### config.mk
export PLATFORM = sky130hd
export DESIGN_NAME = utf16_to_utf8_encoder
export DESIGN_NICKNAME = d
export VERILOG_FILES = /design/src/rtl/u2u8_pkg.sv /design/src/rtl/u2u8_front.sv /design/src/rtl/u2u8_queue.sv /design/src/rtl/u2u8_back.sv /design/src/rtl/utf16_to_utf8_encoder.sv
export VERILOG_INCLUDE_DIRS = /design/src /design/src/rtl
export SDC_FILE = /design/constraint.sdc
export NUM_CORES = 1
export LEC_CHECK = 0
export ABC_AREA = 1
export BUFFER_PORTS_ARGS = -buffer_cell sky130_fd_sc_hd__buf_4
export CORE_ASPECT_RATIO = 2
export CORE_UTILIZATION = 65
export DETAILED_ROUTE_END_ITERATION = 8
export PLACE_DENSITY = 0.83
export SYNTH_ARGS = -nofsm -noshare
export SYNTH_HDL_FRONTEND = slang
export SYNTH_SLANG_ARGS = --single-unit
### constraint.sdc
create_clock -name clk -period 10.1 [get_ports clk]
set_input_delay 3.03 -clock clk [delete_from_list [all_inputs] [get_ports clk]]
set_output_delay 3.03 -clock clk [all_outputs]
set_load 0.005 [all_outputs]
### src/rtl/utf16_to_utf8_encoder_macros.svh
`ifndef UTF16_TO_UTF8_ENCODER_MACROS_SVH
`define UTF16_TO_UTF8_ENCODER_MACROS_SVH

// checks outside reset
`define U2U8_ASSERT(lbl, prop, msg) \
  lbl: assert property (@(posedge clk) disable iff (!rst_n) prop) else $error(msg);

// checks that also hold across reset
`define U2U8_ASSERT_RST(lbl, prop, msg) \
  lbl: assert property (@(posedge clk) prop) else $error(msg);

`endif

### src/rtl/u2u8_pkg.sv
package u2u8_pkg;

  localparam int QDEPTH = 4;
  localparam int QAW    = $clog2(QDEPTH);
  localparam int QCW    = $clog2(QDEPTH + 1);

  localparam int MAXB = 5;
  localparam int IDXW = 3;

  localparam logic [15:0] SUR_MASK  = 16'hF800;
  localparam logic [15:0] HALF_MASK = 16'hFC00;
  localparam logic [15:0] SUR_BASE  = 16'hD800;
  localparam logic [15:0] LOW_BASE  = 16'hDC00;
  localparam logic [15:0] MAX_1B    = 16'h007F;
  localparam logic [15:0] MAX_2B    = 16'h07FF;
  localparam logic [10:0] PLANE_ADD = 11'h040;

  localparam logic [7:0] LEAD_4B = 8'hF0;
  localparam logic [7:0] LEAD_3B = 8'hE0;
  localparam logic [7:0] LEAD_2B = 8'hC0;
  localparam logic [7:0] CONT_B  = 8'h80;

  // one request's worth of output bytes, byte 0 goes out first
  typedef struct packed {
    logic [MAXB-1:0][7:0] bytes;
    logic [MAXB-1:0]      bad;
    logic [IDXW-1:0]      cnt;
  } job_t;

endpackage

### src/rtl/u2u8_front.sv
module u2u8_front (
  input  logic             clk,
  input  logic             rst_n,
  input  logic             push,
  output logic             full,
  input  logic [15:0]      in_code_unit,
  input  logic             in_string_end,
  input  logic             q_full,
  output logic             q_push,
  output u2u8_pkg::job_t   q_data
);

  logic       pend_valid_r, pend_valid_nxt;
  logic [9:0] pend_bits_r, pend_bits_nxt;

  logic              accept;
  logic              is_sur, is_high, is_low, pair;
  logic [10:0]       plane;
  logic [2:0][7:0]   fb;
  logic [2:0]        fbad;
  logic [1:0]        fcnt;

  assign full   = q_full;
  assign accept = push && !q_full;

  assign is_sur  = (in_code_unit & u2u8_pkg::SUR_MASK) == u2u8_pkg::SUR_BASE;
  assign is_high = (in_code_unit & u2u8_pkg::HALF_MASK) == u2u8_pkg::SUR_BASE;
  assign is_low  = (in_code_unit & u2u8_pkg::HALF_MASK) == u2u8_pkg::LOW_BASE;
  assign pair    = pend_valid_r && is_low;
  assign plane   = {1'b0, pend_bits_r} + u2u8_pkg::PLANE_ADD;

  // encoding of the unit as if nothing were held
  always_comb begin
    fb   = '0;
    fbad = 3'b000;
    fcnt = 2'd0;
    if (in_code_unit <= u2u8_pkg::MAX_1B) begin
      fb[0] = in_code_unit[7:0];
      fcnt  = 2'd1;
    end else if (!is_sur) begin
      if (in_code_unit <= u2u8_pkg::MAX_2B) begin
        fb[0] = u2u8_pkg::LEAD_2B | {3'b000, in_code_unit[10:6]};
        fb[1] = u2u8_pkg::CONT_B | {2'b00, in_code_unit[5:0]};
        fcnt  = 2'd2;
      end else begin
        fb[0] = u2u8_pkg::LEAD_3B | {4'h0, in_code_unit[15:12]};
        fb[1] = u2u8_pkg::CONT_B | {2'b00, in_code_unit[11:6]};
        fb[2] = u2u8_pkg::CONT_B | {2'b00, in_code_unit[5:0]};
        fcnt  = 2'd3;
      end
    end else if (!(is_high && !in_string_end)) begin
      fbad = 3'b011;
      fcnt = 2'd2;
    end
  end

  always_comb begin
    q_data = '0;
    if (pair) begin
      q_data.bytes[0] = u2u8_pkg::LEAD_4B | {5'b00000, plane[10:8]};
      q_data.bytes[1] = u2u8_pkg::CONT_B | {2'b00, plane[7:2]};
      q_data.bytes[2] = u2u8_pkg::CONT_B | {2'b00, plane[1:0], in_code_unit[9:6]};
      q_data.bytes[3] = u2u8_pkg::CONT_B | {2'b00, in_code_unit[5:0]};
      q_data.cnt      = 3'd4;
    end else if (pend_valid_r) begin
      q_data.bytes = {fb, 16'h0000};
      q_data.bad   = {fbad, 2'b11};
      q_data.cnt   = {1'b0, fcnt} + 3'd2;
    end else begin
      q_data.bytes = {16'h0000, fb};
      q_data.bad   = {2'b00, fbad};
      q_data.cnt   = {1'b0, fcnt};
    end
  end

  assign q_push = accept && (q_data.cnt != 3'd0);

  always_comb begin
    pend_valid_nxt = pend_valid_r;
    pend_bits_nxt  = pend_bits_r;
    if (accept) begin
      pend_valid_nxt = is_high && !in_string_end;
      if (is_high && !in_string_end) begin
        pend_bits_nxt = in_code_unit[9:0];
      end
    end
  end

  always_ff @(posedge clk) begin
    if (!rst_n) begin
      pend_valid_r <= 1'b0;
      pend_bits_r  <= '0;
    end else begin
      pend_valid_r <= pend_valid_nxt;
      pend_bits_r  <= pend_bits_nxt;
    end
  end

endmodule

### src/rtl/u2u8_queue.sv
module u2u8_queue (
  input  logic             clk,
  input  logic             rst_n,
  input  logic             q_push,
  input  u2u8_pkg::job_t   q_wdata,
  output logic             q_full,
  input  logic             q_pop,
  output logic             q_empty,
  output u2u8_pkg::job_t   q_rdata
);

  u2u8_pkg::job_t mem_r [u2u8_pkg::QDEPTH];

  logic [u2u8_pkg::QAW-1:0] wr_ptr_r, wr_ptr_nxt;
  logic [u2u8_pkg::QAW-1:0] rd_ptr_r, rd_ptr_nxt;
  logic [u2u8_pkg::QCW-1:0] cnt_r, cnt_nxt;
  logic                     do_push, do_pop;

  assign q_full  = cnt_r == u2u8_pkg::QCW'(u2u8_pkg::QDEPTH);
  assign q_empty = cnt_r == '0;
  assign q_rdata = mem_r[rd_ptr_r];
  assign do_push = q_push && !q_full;
  assign do_pop  = q_pop && !q_empty;

  always_comb begin
    wr_ptr_nxt = wr_ptr_r;
    rd_ptr_nxt = rd_ptr_r;
    cnt_nxt    = cnt_r;
    if (do_push) begin
      wr_ptr_nxt = (wr_ptr_r == u2u8_pkg::QAW'(u2u8_pkg::QDEPTH - 1)) ? '0 : wr_ptr_r + 1'b1;
    end
    if (do_pop) begin
      rd_ptr_nxt = (rd_ptr_r == u2u8_pkg::QAW'(u2u8_pkg::QDEPTH - 1)) ? '0 : rd_ptr_r + 1'b1;
    end
    if (do_push && !do_pop) begin
      cnt_nxt = cnt_r + 1'b1;
    end else if (do_pop && !do_push) begin
      cnt_nxt = cnt_r - 1'b1;
    end
  end

  always_ff @(posedge clk) begin
    if (!rst_n) begin
      wr_ptr_r <= '0;
      rd_ptr_r <= '0;
      cnt_r    <= '0;
    end else begin
      wr_ptr_r <= wr_ptr_nxt;
      rd_ptr_r <= rd_ptr_nxt;
      cnt_r    <= cnt_nxt;
    end
  end

  always_ff @(posedge clk) begin
    if (do_push) begin
      mem_r[wr_ptr_r] <= q_wdata;
    end
  end

endmodule

### src/rtl/u2u8_back.sv
`include "utf16_to_utf8_encoder_macros.svh"

module u2u8_back (
  input  logic             clk,
  input  logic             rst_n,
  input  logic             q_empty,
  input  u2u8_pkg::job_t   q_rdata,
  output logic             q_pop,
  output logic             empty,
  input  logic             pop,
  output logic [7:0]       out_byte,
  output logic             out_bad_surrogate,
  output logic             out_run_last
);

  u2u8_pkg::job_t             cur_r, cur_nxt;
  logic                       cur_valid_r, cur_valid_nxt;
  logic [u2u8_pkg::IDXW-1:0]  idx_r, idx_nxt;
  logic                       out_valid_r, out_valid_nxt;
  logic [7:0]                 out_byte_r, out_byte_nxt;
  logic                       out_bad_r, out_bad_nxt;
  logic                       out_last_r, out_last_nxt;

  logic emit, is_last, load;

  assign emit    = cur_valid_r && (!out_valid_r || pop);
  assign is_last = (idx_r + 3'd1) == cur_r.cnt;
  assign load    = !q_empty && (!cur_valid_r || (emit && is_last));
  assign q_pop   = load;

  assign empty             = !out_valid_r;
  assign out_byte          = out_byte_r;
  assign out_bad_surrogate = out_bad_r;
  assign out_run_last      = out_last_r;

  always_comb begin
    cur_nxt       = cur_r;
    cur_valid_nxt = cur_valid_r;
    idx_nxt       = idx_r;
    if (load) begin
      cur_nxt       = q_rdata;
      cur_valid_nxt = 1'b1;
      idx_nxt       = '0;
    end else if (emit && is_last) begin
      cur_valid_nxt = 1'b0;
    end else if (emit) begin
      idx_nxt = idx_r + 3'd1;
    end
  end

  always_comb begin
    out_valid_nxt = out_valid_r;
    out_byte_nxt  = out_byte_r;
    out_bad_nxt   = out_bad_r;
    out_last_nxt  = out_last_r;
    if (emit) begin
      out_valid_nxt = 1'b1;
      out_byte_nxt  = cur_r.bytes[idx_r];
      out_bad_nxt   = cur_r.bad[idx_r];
      out_last_nxt  = is_last;
    end else if (pop) begin
      out_valid_nxt = 1'b0;
    end
  end

  always_ff @(posedge clk) begin
    if (!rst_n) begin
      cur_valid_r <= 1'b0;
      out_valid_r <= 1'b0;
      idx_r       <= '0;
    end else begin
      cur_valid_r <= cur_valid_nxt;
      out_valid_r <= out_valid_nxt;
      idx_r       <= idx_nxt;
    end
  end

  always_ff @(posedge clk) begin
    cur_r      <= cur_nxt;
    out_byte_r <= out_byte_nxt;
    out_bad_r  <= out_bad_nxt;
    out_last_r <= out_last_nxt;
  end

  `U2U8_ASSERT(a_idx_in_job, cur_valid_r |-> (idx_r < cur_r.cnt), "byte index past job end")
  `U2U8_ASSERT(a_job_cnt, load |=> (cur_r.cnt != 3'd0 && cur_r.cnt <= 3'd5), "bad job size")
  `U2U8_ASSERT_RST(a_rst_empty, !rst_n |=> (!out_valid_r && !cur_valid_r), "busy after reset")

endmodule

### src/rtl/utf16_to_utf8_encoder.sv
// UTF-16 to UTF-8 encoder. Push one code unit per request (with an end-of-string
// flag); pop one UTF-8 byte per result, with out_run_last marking the final byte
// of each request. BMP units give 1-3 bytes, a surrogate pair 4 bytes on the low
// half (the high half alone gives none), and an unmatched surrogate two zero
// bytes flagged by out_bad_surrogate, ahead of any bytes of the unit that broke
// the pair. Output runs at one byte per cycle, while pop keeps up, from a single
// output register; a request makes 0 to 5 bytes, 4 at worst for valid text. The
// front end takes a request every cycle while the 4-entry job queue has room; a
// byte passes the job queue, the current-job register and the output register.
module utf16_to_utf8_encoder (
  input  logic        clk,
  input  logic        rst_n,
  input  logic        push,
  output logic        full,
  input  logic [15:0] in_code_unit,
  input  logic        in_string_end,
  output logic        empty,
  input  logic        pop,
  output logic [7:0]  out_byte,
  output logic        out_bad_surrogate,
  output logic        out_run_last
);

  u2u8_pkg::job_t wjob, rjob;
  logic           q_push, q_full, q_pop, q_empty;

  u2u8_front u_front (
    .clk           (clk),
    .rst_n         (rst_n),
    .push          (push),
    .full          (full),
    .in_code_unit  (in_code_unit),
    .in_string_end (in_string_end),
    .q_full        (q_full),
    .q_push        (q_push),
    .q_data        (wjob)
  );

  u2u8_queue u_queue (
    .clk     (clk),
    .rst_n   (rst_n),
    .q_push  (q_push),
    .q_wdata (wjob),
    .q_full  (q_full),
    .q_pop   (q_pop),
    .q_empty (q_empty),
    .q_rdata (rjob)
  );

  u2u8_back u_back (
    .clk               (clk),
    .rst_n             (rst_n),
    .q_empty           (q_empty),
    .q_rdata           (rjob),
    .q_pop             (q_pop),
    .empty             (empty),
    .pop               (pop),
    .out_byte          (out_byte),
    .out_bad_surrogate (out_bad_surrogate),
    .out_run_last      (out_run_last)
  );

endmodule
==> qor.yml, run 1 <==
grt:
  grt_util_all_layers_pct: 28.5
  antenna_found_initial: 0
  grt_max_degree: 89
  gr-total-overflow: 0
  grt_pass1_wl_mm: 33.2
  first_global_vias: 6341
logic_synthesis:
  netlist_area_sq_um: 9890
  synthAdderAreaFrac_pct: 1.34
  ys_seq_elements: 243
  synthXorXnorAreaFrac_pct: 0.354
  synthDominantCellAreaShare_pct: 66.8
  synthMuxAreaShare_pct: 0
  async_reset_ff_share_pct: 0
  synth_nets: 844
  synth_compound_area_share_pct: 13.5
  synth.distinct_cells: 37
  synth.area.top_cells: "edfxtp_1 67%, o21ai_0 6.2%, dfxtp_1 4.7%"
  synth_top_family_by_area: "compound AO/OA/AOI/OAI gates"
  synth-seq-area-share_pct: 71.5
  synth_cells: 813
  yosysTopAreaCell: "edfxtp_1"
  yosysWarnings: 0
  avgSynthCellArea_sq_um: 12.2
  synth_edf_count: 220
  synthSimpleGateAreaFrac_pct: 9.26
  synth-main-ff-cell: "edfxtp_1"
detailed_routing:
  ant_nets: 0
  routed_wl_mm: 21.2
  drtIter0Drc: 797
  routedWlPerCell_um: 20.4
  viasPerCell: 6.27
  first_pass_iters: 5
  num_vias: 6511
  drcViolationCount: 0
clocking:
  cts-htree-levels: 1
  clock_latency_ns: 0.49
  numCtsBuffers: 19
  path_clk_slew_ns: 0.06
  cts_tree: "done"
  cts-root-buf: "clkbuf_16"
  cts_buffer_depth: 3
  hold_buffers: 0
  post-cts-setup-buffers: 0
  cts_resized: 0
  cts.sinks: 243
power_and_ir_drop:
  peakVddDrop_mv: 0.194
  powerDensity_nw_per_um2: 257
  p_leak_uw: 0.00388
sta:
  finalCriticalPeriod_ns: 5.38
  slew_violations: 0
  hold_viol_final: 0
  tightest_slew_ns: 1.29
  fmax_ghz: 0.186
  setup-tns-final_ns: 0
  rsz0062_at_grt: "false"
  setup_violations: 0
  slew_headroom_pct: 13.9
  min_period_over_period_pct: 53.3
  fin_skew_ns: 0.00989
setup_path:
  critPathCaptureType: "flip-flop"
  max_stage_delay_ns: 0.43
  required_ns: 10.47
  critical_path_arrival_ns: 5.75
  startpoint_type: "input port"
  cp_cell_sequence: "buf_4 -> nor2_1 -> inv_2 -> nor2_4 -> nand2_4 -> inv_2 -> a31oi_1 -> ha_1 -> inv_1 -> nand3_2 -> o21bai_4 -> inv_1 -> ha_1 -> inv_1 -> fa_1 -> o21ai_0 -> a21oi_1"
  crit_slowest_cell: "fa_1"
  path_class: "in2reg"
  cp_common_cell: "inv_1"
  timing.critical_path.fanout_max: 9
  r2r_cells: 16
place:
  io_buffers: 32
  gp_congestion: 0.936
  place_hpwl_mm: 14.0
layout:
  finalNetCount: 863
  postLayoutCoreUtil_pct: 73.5
  seqCellArea_sq_um: 7070
  fillCellCount: 993
  layout_common_cells: "220 x edfxtp_1, 123 x o21ai_0, 115 x nor2_1, 73 x nand2_1, 51 x o22ai_1"
  antenna-diode-count: 0
  multi_input_area_sq_um: 2450
  final_common_cell: "edfxtp_1"
  drive_above_1_share_pct: 11.3
  area_delta_synth_final_pct: 10.2
floorplanning:
  die_h_um: 176
  core-area_sq_um: 14800
  pin_count: 33
  dieArea_sq_um: 15700
  start_util_pct: 66.7
  die_w_um: 89.2
  rows: 63
outcome:
  status: "completed"
job:
  maxCapViolations: 0
min_path:
  hold_path_class: "reg2reg"
  hold_depth: 2
flip-flops by register name, indices dropped and copies added (netlist names):
register and cells:
u_queue.rd_ptr_r 2, u_queue.wr_ptr_r 2, u_back.out_run_last 1, u_queue.cnt_r 3, u_back.out_byte 8, u_back.cur_r 42, u_front.pend_bits_r 10, u_back.cur_valid_r 1
u_back.idx_r 3, u_queue.mem_r 168, u_back.out_valid_r 1, u_front.pend_valid_r 1, u_back.out_bad_surrogate 1
stage by stage:
step	std cells	setup WS, ns	hold slack (ns)	cell area (sq um)	power (uW)
after CTS	1039	4.72	0.516	10900	2810
final	1039	4.72	0.513	10900	2800
after global routing	1039	4.43	0.543	10900	2930
after global placement	1006	4.32	0.479	10300	2030
after detailed placement	1006	4.23	0.504	10300	2080
after floorplan	813	3.70	0.461	9890	1850
where the power goes:
group	switching, uW	internal [uW]
sequential	65.8	1360
combinational	439	194
clock	326	416
cells in the mapped netlist (2+ instances only):
cell type / n
a22oi_1: 5
edfxtp_1: 220
buf_2: 8
inv_1: 51
inv_2: 6
nand3_1: 11
nor2_1: 119
o21ai_1: 3
nand3_2: 4
nand2_2: 5
a21oi_1: 36
buf_4: 4
ha_1: 9
dfxtp_1: 23
xnor2_1: 3
o21ai_0: 123
nor2_2: 3
o211ai_1: 4
nand3b_1: 2
clkbuf_1: 29
nand2_1: 73
a221o_1: 7
o22ai_1: 51
final cells by class:
cell class                 instances  share of cell area, %
sequential                       243                   64.9
multi-input combinational        471                   22.5
clock buffer                      26                   4.79
timing repair buffer              39                   2.69
tap                              195                   2.24
inverter                          58                   2.00
clock inverter                     7                  0.850
routing by layer:
metal  share of wire [%]  track usage (%)  vias to the layer above
li1                    -                -                     2964
met1                  36             36.8                     3138
met2                  53             48.1                      348
met3                 6.6             3.55                       61
met4                 3.9             12.0                        0
met5                   0                0                        -
critical path, delay by kind of cell:
family,cells,cell delay [ns]
simple gates,4,0.62
compound gates,4,0.61
buf+inv,6,0.57
fa+ha+maj,3,0.93
path summary, 6_finish.rpt:
| check | startpoint | end | slack (ns) |
|---|---|---|---|
| setup reg to reg | u_back.idx_r[0]$_SDFFE_PP0P_ | u_queue.cnt_r[2]$_SDFFE_PN0P_ | 7.13 |
| hold reg to reg | u_queue.cnt_r[1]$_SDFFE_PN0P_ | u_queue.cnt_r[1]$_SDFFE_PN0P_ | 0.51 |
| hold / removal | u_queue.cnt_r[1]$_SDFFE_PN0P_ | u_queue.cnt_r[1]$_SDFFE_PN0P_ | 0.51 |
| setup / recovery | in_code_unit[15] | u_queue.cnt_r[1]$_SDFFE_PN0P_ | 4.72 |
cells by family after synthesis:
family	Yosys count
adders and majority gates	10
DFF	243
and+or+nand+nor	221
xor gates and xnor gates	4
AOI/OAI and AO/OA	236
buffers and inverters	99
No activity file was read; power rests on OpenSTA's default activity.
==> run 2: changes to the inputs <==
- ABC_AREA: 1 -> 0
- CORE_UTILIZATION: 65 -> 56
- PLACE_DENSITY: 0.83 -> 0.76
- clock period: 10.1 -> 4.6 ns (I/O delays scaled with it)
==> run 2 against run 1 <==
  * Highest routed layer unchanged
  * First-iteration DRC count shrank 46%
  * Design area increased by 1.8%
  * Sequential share of layout area down 1.2 points
  * Clock power rose by 130%
  * Clock skew grew 0.011 ns
==> qor.yml, run 2 <==
outcome:
  status: "completed"
clocking:
  post-cts-setup-buffers: 0
  cts-root-buf: "clkbuf_16"
  cts-htree-levels: 1
  cts_buffer_depth: 3
  hold_buffers: 0
  cts_tree: "done"
  path_clk_slew_ns: 0.07
  numCtsBuffers: 20
  clock_latency_ns: 0.50
  cts_resized: 0
  cts.sinks: 243
logic_synthesis:
  synth.distinct_cells: 61
  synthDominantCellAreaShare_pct: 66.2
  synth_cells: 575
  synth-seq-area-share_pct: 70.8
  synthAdderAreaFrac_pct: 1.33
  synth_top_family_by_area: "multiplexers"
  synthMuxAreaShare_pct: 12.0
  synth_compound_area_share_pct: 6.91
  synth.area.top_cells: "edfxtp_1 66%, mux4_2 11%, dfxtp_1 4.6%"
  async_reset_ff_share_pct: 0
  synthXorXnorAreaFrac_pct: 0.865
  post-synth-top-count-cell: "edfxtp_1"
  synth_common_cells: "220 x edfxtp_1, 49 x mux4_2, 25 x nand3_1"
  yosysTopAreaCell: "edfxtp_1"
  synthSimpleGateAreaFrac_pct: 6.14
  synth_nets: 606
  netlist_area_sq_um: 9980
  synth-main-ff-cell: "edfxtp_1"
  ys_seq_elements: 243
  synth_edf_count: 220
  yosysWarnings: 0
  avgSynthCellArea_sq_um: 17.4
floorplanning:
  start_util_pct: 57.5
  die_h_um: 191
  pin_count: 33
  rows: 68
  core-area_sq_um: 17400
  die_w_um: 96.4
  dieArea_sq_um: 18400
layout:
  antenna-diode-count: 0
  area_delta_synth_final_pct: 11.1
  regMostFlops: "u_queue.mem_r"
  drive_above_1_share_pct: 22.8
  layout_common_cells: "220 x edfxtp_1, 49 x mux4_2, 41 x buf_4, 25 x nand3_1"
  fillCellCount: 1241
  largestRegisters: "u_queue.mem_r (168), u_back.cur_r (42), u_front.pend_bits_r (10)"
  largest_reg_flops: 168
  final_common_cell: "edfxtp_1"
  finalNetCount: 641
setup_path:
  path_delay_family: "simple AND/OR/NAND/NOR gates"
  max_stage_delay_ns: 0.60
  r2r_cells: 10
  timing.critical_path.fanout_max: 7
  crit_buf_inv: 4
  critPathCaptureType: "flip-flop"
  cp_common_cell: "inv_1"
  r2r-start: "u_back.idx_r[1]$_SDFFE_PP0P_"
  required_ns: 5.01
  r2r_setup_slack_ns: 1.27
  cp_cell_sequence: "buf_4 -> or4_1 -> nor3_2 -> nor2_1 -> ha_1 -> inv_1 -> o21a_1 -> inv_1 -> o41a_2 -> ha_1 -> inv_1 -> fa_1 -> xor2_1 -> or3_1 -> a21boi_0"
  crit_slowest_cell: "or4_1"
  critical_path_arrival_ns: 4.34
  regToRegEndpoint: "u_queue.cnt_r[2]$_SDFFE_PN0P_"
  path_class: "in2reg"
  startpoint_type: "input port"
power_and_ir_drop:
  powerDensity_nw_per_um2: 542
  total_power_uw: 6010
  p_leak_uw: 0.00364
  peakVddDrop_mv: 0.368
place:
  io_buffers: 32
  place_hpwl_mm: 13.8
  gp_congestion: 0.998
grt:
  first_global_vias: 5429
  grt_pass1_wl_mm: 31.8
  grt_util_all_layers_pct: 24.2
  antenna_found_initial: 0
  grt_max_degree: 45
  gr-total-overflow: 0
sta:
  setup_violations: 0
  rsz0062_at_grt: "false"
  fmax_ghz: 0.254
  hold_viol_final: 0
  slew_headroom_pct: 23.6
  finalCriticalPeriod_ns: 3.93
  tightest_slew_ns: 1.15
  slew_violations: 0
  fin_skew_ns: 0.0206
  setup-tns-final_ns: 0
  min_period_over_period_pct: 85.4
min_path:
  hold_depth: 2
  hold_path_class: "reg2reg"
  min_to: "u_front.pend_bits_r[4]$_SDFFE_PN0P_"
  worstHoldStart: "u_front.pend_bits_r[4]$_SDFFE_PN0P_"
detailed_routing:
  drcViolationCount: 0
  drtIter0Drc: 431
  first_pass_iters: 6
  ant_nets: 0
  routedWlPerCell_um: 24.7
  viasPerCell: 6.45
  routed_wl_mm: 20.6
  num_vias: 5379
job:
  maxCapViolations: 0
[run 2: metrics by stage]
step / hold WS, ns / area, sq um / setup slack, ns / instances / utilization, %
final: 0.486 / 11100 / 0.670 / 834 / 63.9
after global routing: 0.507 / 11100 / 0.476 / 834 / 63.9
after CTS: 0.486 / 11100 / 0.695 / 834 / 63.9
after detailed placement: 0.475 / 10400 / 0.218 / 798 / 60.1
after global placement: 0.470 / 10400 / 0.275 / 798 / 60.1
after floorplan: 0.453 / 9980 / 0.372 / 575 / -
[run 2: how the worst max path moves through the flow]
| stage | start | to | slack, ns | cells past startpoint |
|---|---|---|---|---|
| global placement | in_code_unit[9] | u_queue.cnt_r[2]$_SDFFE_PN0P_ | 0.28 | 15 |
| finish | in_code_unit[9] | u_queue.cnt_r[2]$_SDFFE_PN0P_ | 0.67 | 15 |
| CTS | in_code_unit[9] | u_queue.cnt_r[2]$_SDFFE_PN0P_ | 0.69 | 15 |
| detailed placement | in_code_unit[9] | u_queue.cnt_r[2]$_SDFFE_PN0P_ | 0.22 | 15 |
| global route | in_code_unit[9] | u_queue.cnt_r[2]$_SDFFE_PN0P_ | 0.48 | 15 |
| floorplan | in_code_unit[13] | u_queue.mem_r[3][0]$_DFFE_PP_ | 0.37 | 7 |
[run 2: report_power, final]
group          switching, uW  leakage (uW)  internal (uW)
Clock                    739      0.000317            941
Sequential               157       0.00222           2940
Combinational            690       0.00110            548
[run 2: metal layers]
layer / up-vias / part of all wire (%) / track usage [%]
met3: 58 / 4.5 / 2.87
met5: - / 0 / 0
met2: 205 / 56 / 43.7
met1: 2737 / 35 / 29.0
met4: 0 / 3.9 / 8.99
li1: 2379 / - / -
[run 2: tightest hold or removal path, delay by kind of cell, from the launching register on]
family | cells | cell delay (ns)
AOI/OAI and AO/OA | 2 | 0.13
DFF | 1 | 0.31
[run 2: layout make-up]
| class | count | area (sq um) | area share [%] |
|---|---|---|---|
| Inverter | 19 | 72.6 | 0.654 |
| Clock buffer | 30 | 622 | 5.61 |
| Multi-Input combinational cell | 285 | 2720 | 24.5 |
| Tap cell | 210 | 263 | 2.37 |
| Clock inverter | 6 | 33.8 | 0.305 |
| Sequential cell | 243 | 7070 | 63.7 |
| Timing Repair Buffer | 41 | 308 | 2.78 |
[run 2: cell families after synthesis]
logic type / Yosys count
AOI/OAI and AO/OA: 96
xor gates and xnor gates: 8
adders and majority gates: 10
buffers and inverters: 47
DFF: 243
muxes: 58
and+or+nand+nor: 113
